### src/sv/assert_macros.svh
// ----------------------------------------------------------------------------
// assertion macros
// clocked property checks with an asynchronous active-low reset
// ----------------------------------------------------------------------------
`ifndef ASSERT_MACROS_SVH
`define ASSERT_MACROS_SVH

`ifndef SYNTHESIS

// property must hold at every rising edge outside reset
`define ASSERT_CLK(lbl, clk, rst_n, prop) \
    lbl: assert property (@(posedge clk) disable iff (!rst_n) (prop)) \
        else $error("assertion failed");

// expression must never be true outside reset
`define ASSERT_NEVER(lbl, clk, rst_n, expr) \
    lbl: assert property (@(posedge clk) disable iff (!rst_n) !(expr)) \
        else $error("forbidden condition seen");

`else

`define ASSERT_CLK(lbl, clk, rst_n, prop)
`define ASSERT_NEVER(lbl, clk, rst_n, expr)

`endif

`endif

### src/sv/ofdr_pkg.sv
// ----------------------------------------------------------------------------
// ofdr_pkg
// shared types, constants and angle helpers of the dead-reckoning block
// ----------------------------------------------------------------------------
`default_nettype none

package ofdr_pkg;

    // internal angle resolution and position fraction
    localparam int ANGLE_BITS    = 16;
    localparam int POS_FRAC_BITS = 16;

    localparam int EXT_ANGLE_BITS = 16;
    localparam int POS_BITS       = 48;
    localparam int FLOW_BITS      = 16;
    localparam int CS_BITS        = 32;
    localparam int PROD_BITS      = FLOW_BITS + CS_BITS;

    localparam int UP_SHIFT   = (ANGLE_BITS >= EXT_ANGLE_BITS) ? ANGLE_BITS - EXT_ANGLE_BITS : 0;
    localparam int DOWN_SHIFT = (ANGLE_BITS >= EXT_ANGLE_BITS) ? 0 : EXT_ANGLE_BITS - ANGLE_BITS;

    localparam int CORDIC_STEPS = 30;
    localparam int STEP_BITS    = $clog2(CORDIC_STEPS);
    localparam logic signed [CS_BITS-1:0] CORDIC_GAIN = 32'sd652032874;

    // q30 products down to the position fraction, round half up
    localparam int RND_SHIFT = 30 - POS_FRAC_BITS;
    localparam logic signed [PROD_BITS:0] RND_HALF =
        (RND_SHIFT == 0) ? '0 : (PROD_BITS+1)'(64'd1 << ((RND_SHIFT == 0) ? 0 : RND_SHIFT - 1));

    localparam logic signed [EXT_ANGLE_BITS-1:0] MOUNT_RESET = -16'sd602;

    localparam int IN_TDATA_BITS  = 96;
    localparam int IN_TUSER_BITS  = 3;
    localparam int OUT_TDATA_BITS = 112;

    typedef enum logic [1:0] {
        MODE_SAMPLE      = 2'd0,
        MODE_SET_X       = 2'd1,
        MODE_SET_Y       = 2'd2,
        MODE_SET_HEADING = 2'd3
    } mode_t;

    // per-item payload that rides along the rotation chain
    typedef struct packed {
        mode_t                         mode;
        logic                          acc_en;
        logic                          flip;
        logic signed [FLOW_BITS-1:0]   dx;
        logic signed [FLOW_BITS-1:0]   dy;
        logic signed [POS_BITS-1:0]    set_value;
        logic [ANGLE_BITS-1:0]         heading;
    } item_t;

    typedef struct packed {
        logic signed [CS_BITS-1:0] x;
        logic signed [CS_BITS-1:0] y;
        logic signed [CS_BITS-1:0] z;
    } cord_t;

    // arctangent of 2^-i as a 32-bit turn
    function automatic logic signed [CS_BITS-1:0] atan_turn(input logic [STEP_BITS-1:0] step);
        logic signed [CS_BITS-1:0] r;
        case (step)
            5'd0:    r = 32'h20000000;
            5'd1:    r = 32'h12E4051E;
            5'd2:    r = 32'h09FB385B;
            5'd3:    r = 32'h051111D4;
            5'd4:    r = 32'h028B0D43;
            5'd5:    r = 32'h0145D7E1;
            5'd6:    r = 32'h00A2F61E;
            5'd7:    r = 32'h00517C55;
            5'd8:    r = 32'h0028BE53;
            5'd9:    r = 32'h00145F2F;
            5'd10:   r = 32'h000A2F98;
            5'd11:   r = 32'h000517CC;
            5'd12:   r = 32'h00028BE6;
            5'd13:   r = 32'h000145F3;
            5'd14:   r = 32'h0000A2FA;
            5'd15:   r = 32'h0000517D;
            5'd16:   r = 32'h000028BE;
            5'd17:   r = 32'h0000145F;
            5'd18:   r = 32'h00000A30;
            5'd19:   r = 32'h00000518;
            5'd20:   r = 32'h0000028C;
            5'd21:   r = 32'h00000146;
            5'd22:   r = 32'h000000A3;
            5'd23:   r = 32'h00000051;
            5'd24:   r = 32'h00000029;
            5'd25:   r = 32'h00000014;
            5'd26:   r = 32'h0000000A;
            5'd27:   r = 32'h00000005;
            5'd28:   r = 32'h00000003;
            5'd29:   r = 32'h00000001;
            default: r = '0;
        endcase
        return r;
    endfunction

    // 16-bit binary angle to internal resolution
    function automatic logic [ANGLE_BITS-1:0] angle_in(input logic [EXT_ANGLE_BITS-1:0] v);
        logic [ANGLE_BITS+EXT_ANGLE_BITS-1:0] w;
        w = {{ANGLE_BITS{1'b0}}, v} << UP_SHIFT;
        w = w >> DOWN_SHIFT;
        return w[ANGLE_BITS-1:0];
    endfunction

    // internal angle back to a 16-bit binary angle
    function automatic logic [EXT_ANGLE_BITS-1:0] angle_out(input logic [ANGLE_BITS-1:0] a);
        logic [ANGLE_BITS+EXT_ANGLE_BITS-1:0] w;
        w = {{EXT_ANGLE_BITS{1'b0}}, a} >> UP_SHIFT;
        w = w << DOWN_SHIFT;
        return w[EXT_ANGLE_BITS-1:0];
    endfunction

endpackage

`default_nettype wire

### src/sv/ofdr_cordic_cell.sv
// ----------------------------------------------------------------------------
// ofdr_cordic_cell
// one registered cordic rotation step with its own valid and ready
// ----------------------------------------------------------------------------
`default_nettype none

module ofdr_cordic_cell (
    input  wire logic                              clk,
    input  wire logic                              rst_n,
    input  wire logic [ofdr_pkg::STEP_BITS-1:0]    step,
    input  wire logic                              in_valid,
    output logic                                   in_ready,
    input  wire ofdr_pkg::item_t                   in_item,
    input  wire ofdr_pkg::cord_t                   in_cord,
    output logic                                   out_valid,
    input  wire logic                              out_ready,
    output ofdr_pkg::item_t                        out_item,
    output ofdr_pkg::cord_t                        out_cord
);

    logic                  valid_reg;
    ofdr_pkg::item_t       item_reg;
    ofdr_pkg::cord_t       cord_reg;
    ofdr_pkg::cord_t       cord_next;
    logic signed [ofdr_pkg::CS_BITS-1:0] xs;
    logic signed [ofdr_pkg::CS_BITS-1:0] ys;
    logic signed [ofdr_pkg::CS_BITS-1:0] ang;

    // stage takes a new item when empty or when its item moves on
    assign in_ready  = !valid_reg || out_ready;
    assign out_valid = valid_reg;
    assign out_item  = item_reg;
    assign out_cord  = cord_reg;

    always_comb
    begin
        xs  = in_cord.x >>> step;
        ys  = in_cord.y >>> step;
        ang = ofdr_pkg::atan_turn(step);
        if (!in_cord.z[ofdr_pkg::CS_BITS-1])
        begin
            cord_next.x = in_cord.x - ys;
            cord_next.y = in_cord.y + xs;
            cord_next.z = in_cord.z - ang;
        end
        else
        begin
            cord_next.x = in_cord.x + ys;
            cord_next.y = in_cord.y - xs;
            cord_next.z = in_cord.z + ang;
        end
    end

    always_ff @(posedge clk or negedge rst_n)
    begin
        if (!rst_n)
        begin
            valid_reg <= 1'b0;
        end
        else if (in_ready)
        begin
            valid_reg <= in_valid;
        end
    end

    always_ff @(posedge clk)
    begin
        if (in_valid && in_ready)
        begin
            item_reg <= in_item;
            cord_reg <= cord_next;
        end
    end

endmodule

`default_nettype wire

### config.mk
export PLATFORM = sky130hd
export DESIGN_NAME = ofdr_cordic_cell
export DESIGN_NICKNAME = d
export VERILOG_FILES = /design/src/sv/assert_macros.svh /design/src/sv/ofdr_pkg.sv /design/src/sv/ofdr_cordic_cell.sv
export SDC_FILE = /design/constraint.sdc
export NUM_CORES = 1
export LEC_CHECK = 0
export BUFFER_PORTS_ARGS = -buffer_cell sky130_fd_sc_hd__buf_2
export CORE_UTILIZATION = 30
export DETAILED_ROUTE_END_ITERATION = 12
export PLACE_DENSITY = 0.59
export SYNTH_ARGS = -nofsm -noshare
export SYNTH_HDL_FRONTEND = slang
export SYNTH_SLANG_ARGS = --single-unit
### constraint.sdc
create_clock -name clk -period 7.5 [get_ports clk]
set_input_delay 2.25 -clock clk [delete_from_list [all_inputs] [get_ports clk]]
set_output_delay 2.25 -clock clk [all_outputs]
set_load 0.02 [all_outputs]
=== After elaboration in Yosys (flattened, before gate mapping) ===
Memories as Yosys holds them, arrays and structs flattened.
Cells that the tools add are included.

* Register bits after elaboration: 197
* Bits in read-only memories: 960
* Input port bits: 205
* Word-level logic and storage cells: 24
* Memories kept: 1

{| class="wikitable"
|+ Memory list
! name !! depth !! bits a word !! rd ports !! clocked after Yosys merged registers in !! wr ports !! line !! text
|-
| (no name shown) || 32 || 30 || 1 || 0 || 0 || ofdr_pkg.sv:64 || <nowiki>case (step)</nowiki>
|}

* Add/sub/neg operators: 6
* Shift-type cells: 2
* Mux-type cells: 1
* Reductions and logical operators: 3

{| class="wikitable"
|+ Operators with widths
! cell !! count
|-
| 32-bit adder || 3
|-
| 96-bit two-way mux || 1
|-
| 32-bit subtractor || 3
|-
| 32-bit by 5-bit >>> shifter with 32-bit output || 2
|-
| 1-bit logical AND || 1
|-
| 1-bit zero test || 1
|-
| 1-bit logical OR || 1
|}

=== Longest topological paths before layout ===
* Depth in word-level cells: 3
* Mapped depth: 27
* Gate-level depth less buffers: 22

=== Worst setup path after synthesis ===
Ideal clock, no wire load.

* Path type: in2reg
* Start: input step[0] in the netlist's numbering
* End: register cord_reg (netlist bit out_cord[31]), data pin
* Data arrival time: 7407 ps
* Data required time: 7243 ps
* Slack: -164 ps
* Stages on the path: 23
* Buffers on the path: 4
* Cells stage by stage: buf_6 > buf_12 > buf_6 > buf_4 > inv_1 > ha_1 > mux4_2 > a211oi_1 > ha_1 > and4b_1 > nand2_1 > o21ai_0 > xor2_1 > ha_1 > a21o_1 > a21o_1 > a211oi_1 > nor3_1 > a2111oi_0 > nor3_1 > o31ai_1 > nand2b_1 > xor2_1

{| class="wikitable"
|+ RTL lines
! item !! line !! text
|-
| from (decl) || ofdr_cordic_cell.sv:10 || <nowiki>input wire logic [ofdr_pkg::STEP_BITS-1:0] step,</nowiki>
|-
| to (signal assigned) || ofdr_cordic_cell.sv:71 || <nowiki>cord_reg <= cord_next;</nowiki>
|-
| to (decl) || ofdr_cordic_cell.sv:23 || <nowiki>ofdr_pkg::cord_t cord_reg;</nowiki>
|}

==> results.txt <==
----------------------------------------------------
[Status]
  Run status ... completed

[Placement]
  Number of input and output port buffers inserted ... 402
  Worst setup slack after placement ... -0.400 ns
  Final weighted congestion in routability-driven placement ... 0.974
  HPWL after detailed placement ... 63.9 mm
  Area of placed instances ... 0.0245 sq mm
  Cell count after placement ... about 3400

[CTS]
  Clock latency at the later pin of the worst-skew pair ... 0.49 ns
  Number of levels the H-tree was split into ... 4
  Clock buffer count from CTS ... 17
  Clk sinks ... 197
  Root buf cell ... sky130_fd_sc_hd__clkbuf_16
  Register clock-pin slew on the reported worst setup and hold paths ... 0.09 ns
  CTS tree ... yes
  CTS max path bufs ... 2

[Drt]
  DRC violations left ... 0
  Drt first-iter violations ... 1557
  Total wire length ... about 77 mm
  Number of routed nets with antenna violations ... 0
  Number of detailed-routing iterations run before antenna repair ... 5
  Via Count ... 18400
  Routed length per placed instance ... 22.5 um
  Per-cell via count in the routed design ... 5.36

[Power and ir drop]
  IR drop worst, VDD ... 0.171 mV
  Power density normalized to cell area ... 192 mW/mm^2
  Static Leak ... 11.1 nW

[STA]
  Clock skew after layout ... 0.0167 ns
  Hold_ws ... between 0.5 and 0.6 ns
  Total negative setup slack ... 0 ns
  Worst setup margin ... 0.244 ns
  Worst slew margin relative to its limit ... around 41%
  Total setup violations reported at the end of the flow ... 0
  Count of endpoints failing hold in the final timing report ... 0
  Worst slew pin tran ... a little under 0.9 ns
  Final worst path period need ... ~7.3 ns
  FMAX ... between 100 and 150 MHz
  Final cycle utilization of the critical path ... around 97%
  RSZ-0062 raised after global routing ... false
  Final max-slew violation count ... 0

[Synth]
  Distinct cells, synth ... 93
  Synthesized flop and latch total ... 197
  Sequential-to-total area share from yosys stat ... 33.0%
  Syn_area_per_cell ... 10.0 sq um
  Post-synthesis async set-or-reset flop share ... less than 1%
  YS warnings ... 0
  Commonest register cell after synthesis ... sky130_fd_sc_hd__edfxtp_1
  Number of enable-type register cells in the synthesized netlist ... slightly below 200
  Number of nets in the synthesized netlist ... 2113
  Synthesized netlist cell count ... between 1500 and 2000
  Total standard cell area after synthesis ... between 0.015 and 0.02 sq mm

[Floorplanning]
  Floorplan die area ... ~0.061 sq mm
  Cell row count ... between 80 and 90
  I/O pin count ... 403
  X dimension of the die ... 246 um
  Floorplan core area ... 0.0590 sq mm
  Die Ht ... 246 um
  Starting utilization of the core area ... 30.3%

[Setup path]
  Required time at the worst-slack endpoint ... 7.75 ns
  Endpoint kind of the worst setup timing path ... flip-flop
  Critical Path Start ... step[0]
  Critical path destination ... out_cord[62]
  CP Max Fanout ... 11
  Type of origin of the critical path ... primary input
  Reg-to-reg critical path endpoint ... out_cord[27]
  Critical path class ... primary input to flip-flop
  Setup slack of the most critical reg-to-reg path ... 5.72 ns
  Worst-case reg-to-reg path depth ... 3
  Arrival time at the worst endpoint ... approximately 7.5 ns
  Worst reg2reg startpoint ... out_valid

[Layout]
  Fraction of layout cells with a size suffix above 1 ... 41.4%
  P&R area growth vs syn ... 41.1%
  Filler-free cell count of the finished design ... 3427
  Net total in the final layout ... 2965
  Final non-filler cell area ... about 0.025 sq mm
  Fill count ... 5872

[GRT]
  Number of antenna violations at the first check in global routing ... 2
  Number of global-route vias before repair ... approximately 18000
  Leftover overflow at the end of global routing ... 0
  Global-route wire length before repair ... 112 mm
  Largest net degree at the start of global routing ... roughly 140
  Gr usage total ... 24.9%

[Min path]
  Hold/Removal Path Class ... flip-flop to flip-flop

[Flow run]
  Reported max-cap violation count ... 0

----------------------------------------------------
[cell usage in the layout, fill, tap and decap left out, types with 17 or more instances in the layout]
cell type | synthesis | routed
sky130_fd_sc_hd__nor3_1 | 39 | 36
sky130_fd_sc_hd__nor2b_1 | 29 | 29
sky130_fd_sc_hd__nand2b_1 | 28 | 28
sky130_fd_sc_hd__a31oi_1 | 36 | 35
sky130_fd_sc_hd__edfxtp_1 | 196 | 196
sky130_fd_sc_hd__buf_2 | 21 | 400
sky130_fd_sc_hd__mux2_2 | 22 | 22
sky130_fd_sc_hd__a22oi_1 | 18 | 18
sky130_fd_sc_hd__and3_1 | 18 | 18
sky130_fd_sc_hd__buf_4 | 3 | 507
sky130_fd_sc_hd__mux4_2 | 64 | 64
sky130_fd_sc_hd__a21oi_1 | 144 | 143
sky130_fd_sc_hd__nor2_1 | 140 | 140
sky130_fd_sc_hd__xnor2_1 | 93 | 93
sky130_fd_sc_hd__o211ai_1 | 24 | 24
sky130_fd_sc_hd__a21o_1 | 33 | 33
sky130_fd_sc_hd__o21ai_0 | 80 | 78
sky130_fd_sc_hd__ha_1 | 117 | 117
sky130_fd_sc_hd__nand3_1 | 26 | 26
sky130_fd_sc_hd__xor2_1 | 73 | 73
sky130_fd_sc_hd__nand2_1 | 135 | 135
sky130_fd_sc_hd__clkbuf_16 | 0 | 17
sky130_fd_sc_hd__inv_1 | 44 | 44
sky130_fd_sc_hd__mux2i_1 | 46 | 45
[layer usage]
metal	track usage [%]	up-vias	wire, um
li1	-	8593	-
met1	33.3	8928	33900
met2	40.5	765	35800
met3	4.64	88	5510
met4	7.73	2	1860
met5	0	-	13
[metrics by stage]
stage	utilization, %	total power, mW
floorplan	-	2.80
global placement	41.6	3.87
detailed placement	41.6	3.88
CTS	42.6	4.88
global route	42.8	5.13
finish	42.8	4.85
[flip-flops by register name, indices dropped and copies added, names as in the netlist]
signal,flops
out_cord,96
out_item,100
out_valid,1
[worst min path at each step]
stage / from / end / slack [ns] / cells past startpoint
floorplan: out_valid / out_valid / 0.78 / 2
global placement: out_valid / out_valid / 0.53 / 2
detailed placement: out_valid / out_valid / 0.56 / 2
CTS: out_valid / out_valid / 0.59 / 2
global route: out_valid / out_valid / 0.63 / 2
finish: out_valid / out_valid / 0.59 / 2
[area by class of cell]
type | instances | area [sq um] | area share [%]
diodes | 1 | 2.50 | 0.00991
clock buffers | 18 | 439 | 1.74
clock inverters | 14 | 185 | 0.734
inverters | 45 | 169 | 0.669
multi-input cells | 1455 | 11400 | 45.3
flip-flops and latches | 197 | 5910 | 23.4
well taps | 773 | 967 | 3.83
repair buffers | 924 | 6140 | 24.3
[power breakdown]
| group | switching, mW | internal [mW] | total [mW] |
|---|---|---|---|
| Combinational | 1.33 | 1.11 | 2.44 |
| Clock | 0.497 | 0.463 | 0.960 |
| Sequential | 0.0345 | 1.42 | 1.45 |
[kinds of logic (layout without fill, tap and decap cells)]
kind of cell               after synthesis  in the layout  synth area share [%]
AOI/OAI and AO/OA                      517            517                  19.3
muxes                                  141            141                  13.1
other                                    0              1                     0
and+or+nand+nor                        511            511                  14.4
xor gates and xnor gates               166            166                  8.13
DFF                                    197            197                  33.0
adders and majority gates              120            120                  8.52
buffers and inverters                  136           1001                  3.55
[cells in the mapped netlist (6+ instances only)]
cell | n | area, sq um
sky130_fd_sc_hd__xnor2_1 | 93 | 815
sky130_fd_sc_hd__a22oi_1 | 18 | 135
sky130_fd_sc_hd__clkbuf_1 | 44 | 165
sky130_fd_sc_hd__o21ai_0 | 80 | 400
sky130_fd_sc_hd__buf_1 | 15 | 56.3
sky130_fd_sc_hd__a21o_1 | 33 | 248
sky130_fd_sc_hd__o31a_1 | 6 | 52.6
sky130_fd_sc_hd__o21bai_1 | 15 | 113
sky130_fd_sc_hd__mux4_2 | 64 | 1440
sky130_fd_sc_hd__a31oi_1 | 36 | 225
sky130_fd_sc_hd__or3_1 | 11 | 68.8
sky130_fd_sc_hd__a2111oi_0 | 7 | 61.3
sky130_fd_sc_hd__mux2i_1 | 46 | 460
sky130_fd_sc_hd__nor2b_1 | 29 | 181
sky130_fd_sc_hd__buf_2 | 21 | 105
sky130_fd_sc_hd__a32oi_1 | 6 | 52.6
sky130_fd_sc_hd__a41oi_1 | 8 | 70.1
sky130_fd_sc_hd__nand2b_1 | 28 | 175
sky130_fd_sc_hd__and2_1 | 16 | 100
sky130_fd_sc_hd__or2_2 | 12 | 75.1
sky130_fd_sc_hd__nand4_1 | 11 | 68.8
sky130_fd_sc_hd__ha_1 | 117 | 1460
sky130_fd_sc_hd__nand2_1 | 135 | 507
sky130_fd_sc_hd__o21a_1 | 16 | 120
sky130_fd_sc_hd__nor3_1 | 39 | 195
sky130_fd_sc_hd__a21boi_0 | 6 | 45.0
sky130_fd_sc_hd__mux2_2 | 22 | 248
sky130_fd_sc_hd__inv_1 | 44 | 165
sky130_fd_sc_hd__o22ai_1 | 9 | 56.3
sky130_fd_sc_hd__nor3b_1 | 8 | 60.1
sky130_fd_sc_hd__a21oi_1 | 144 | 721
sky130_fd_sc_hd__a31o_2 | 7 | 61.3
sky130_fd_sc_hd__a211oi_1 | 15 | 113
sky130_fd_sc_hd__o211a_1 | 6 | 60.1
sky130_fd_sc_hd__xor2_1 | 73 | 639
sky130_fd_sc_hd__o211ai_1 | 24 | 180
sky130_fd_sc_hd__nor2_1 | 140 | 526
sky130_fd_sc_hd__and3_1 | 18 | 113
sky130_fd_sc_hd__edfxtp_1 | 196 | 5890
sky130_fd_sc_hd__o31ai_1 | 13 | 97.6
sky130_fd_sc_hd__nand3_1 | 26 | 130
[worst max-delay path: stages]
cell and delay, ns:
sky130_fd_sc_hd__buf_4 0.23, sky130_fd_sc_hd__buf_12 0.19, sky130_fd_sc_hd__buf_6 0.20, sky130_fd_sc_hd__buf_4 0.19, sky130_fd_sc_hd__mux4_2 0.55, sky130_fd_sc_hd__mux2_2 0.36, sky130_fd_sc_hd__buf_4 0.16, sky130_fd_sc_hd__o32ai_2 0.15
sky130_fd_sc_hd__nand2_1 0.18, sky130_fd_sc_hd__a2111oi_1 0.61, sky130_fd_sc_hd__buf_4 0.20, sky130_fd_sc_hd__and4_1 0.20, sky130_fd_sc_hd__buf_4 0.17, sky130_fd_sc_hd__a31oi_1 0.11, sky130_fd_sc_hd__xnor2_1 0.28, sky130_fd_sc_hd__ha_1 0.31
sky130_fd_sc_hd__buf_4 0.15, sky130_fd_sc_hd__a21boi_0 0.13, sky130_fd_sc_hd__nor3_1 0.27, sky130_fd_sc_hd__a21oi_4 0.12, sky130_fd_sc_hd__buf_4 0.16, sky130_fd_sc_hd__a311o_1 0.30
[timing repair]
action	CTS	global route
resized for setup	0	21
setup buffers	0	1
hold buffers	0	0
setup endpoints to repair	0	18
Note: power is estimated with default switching activity, not from simulation.
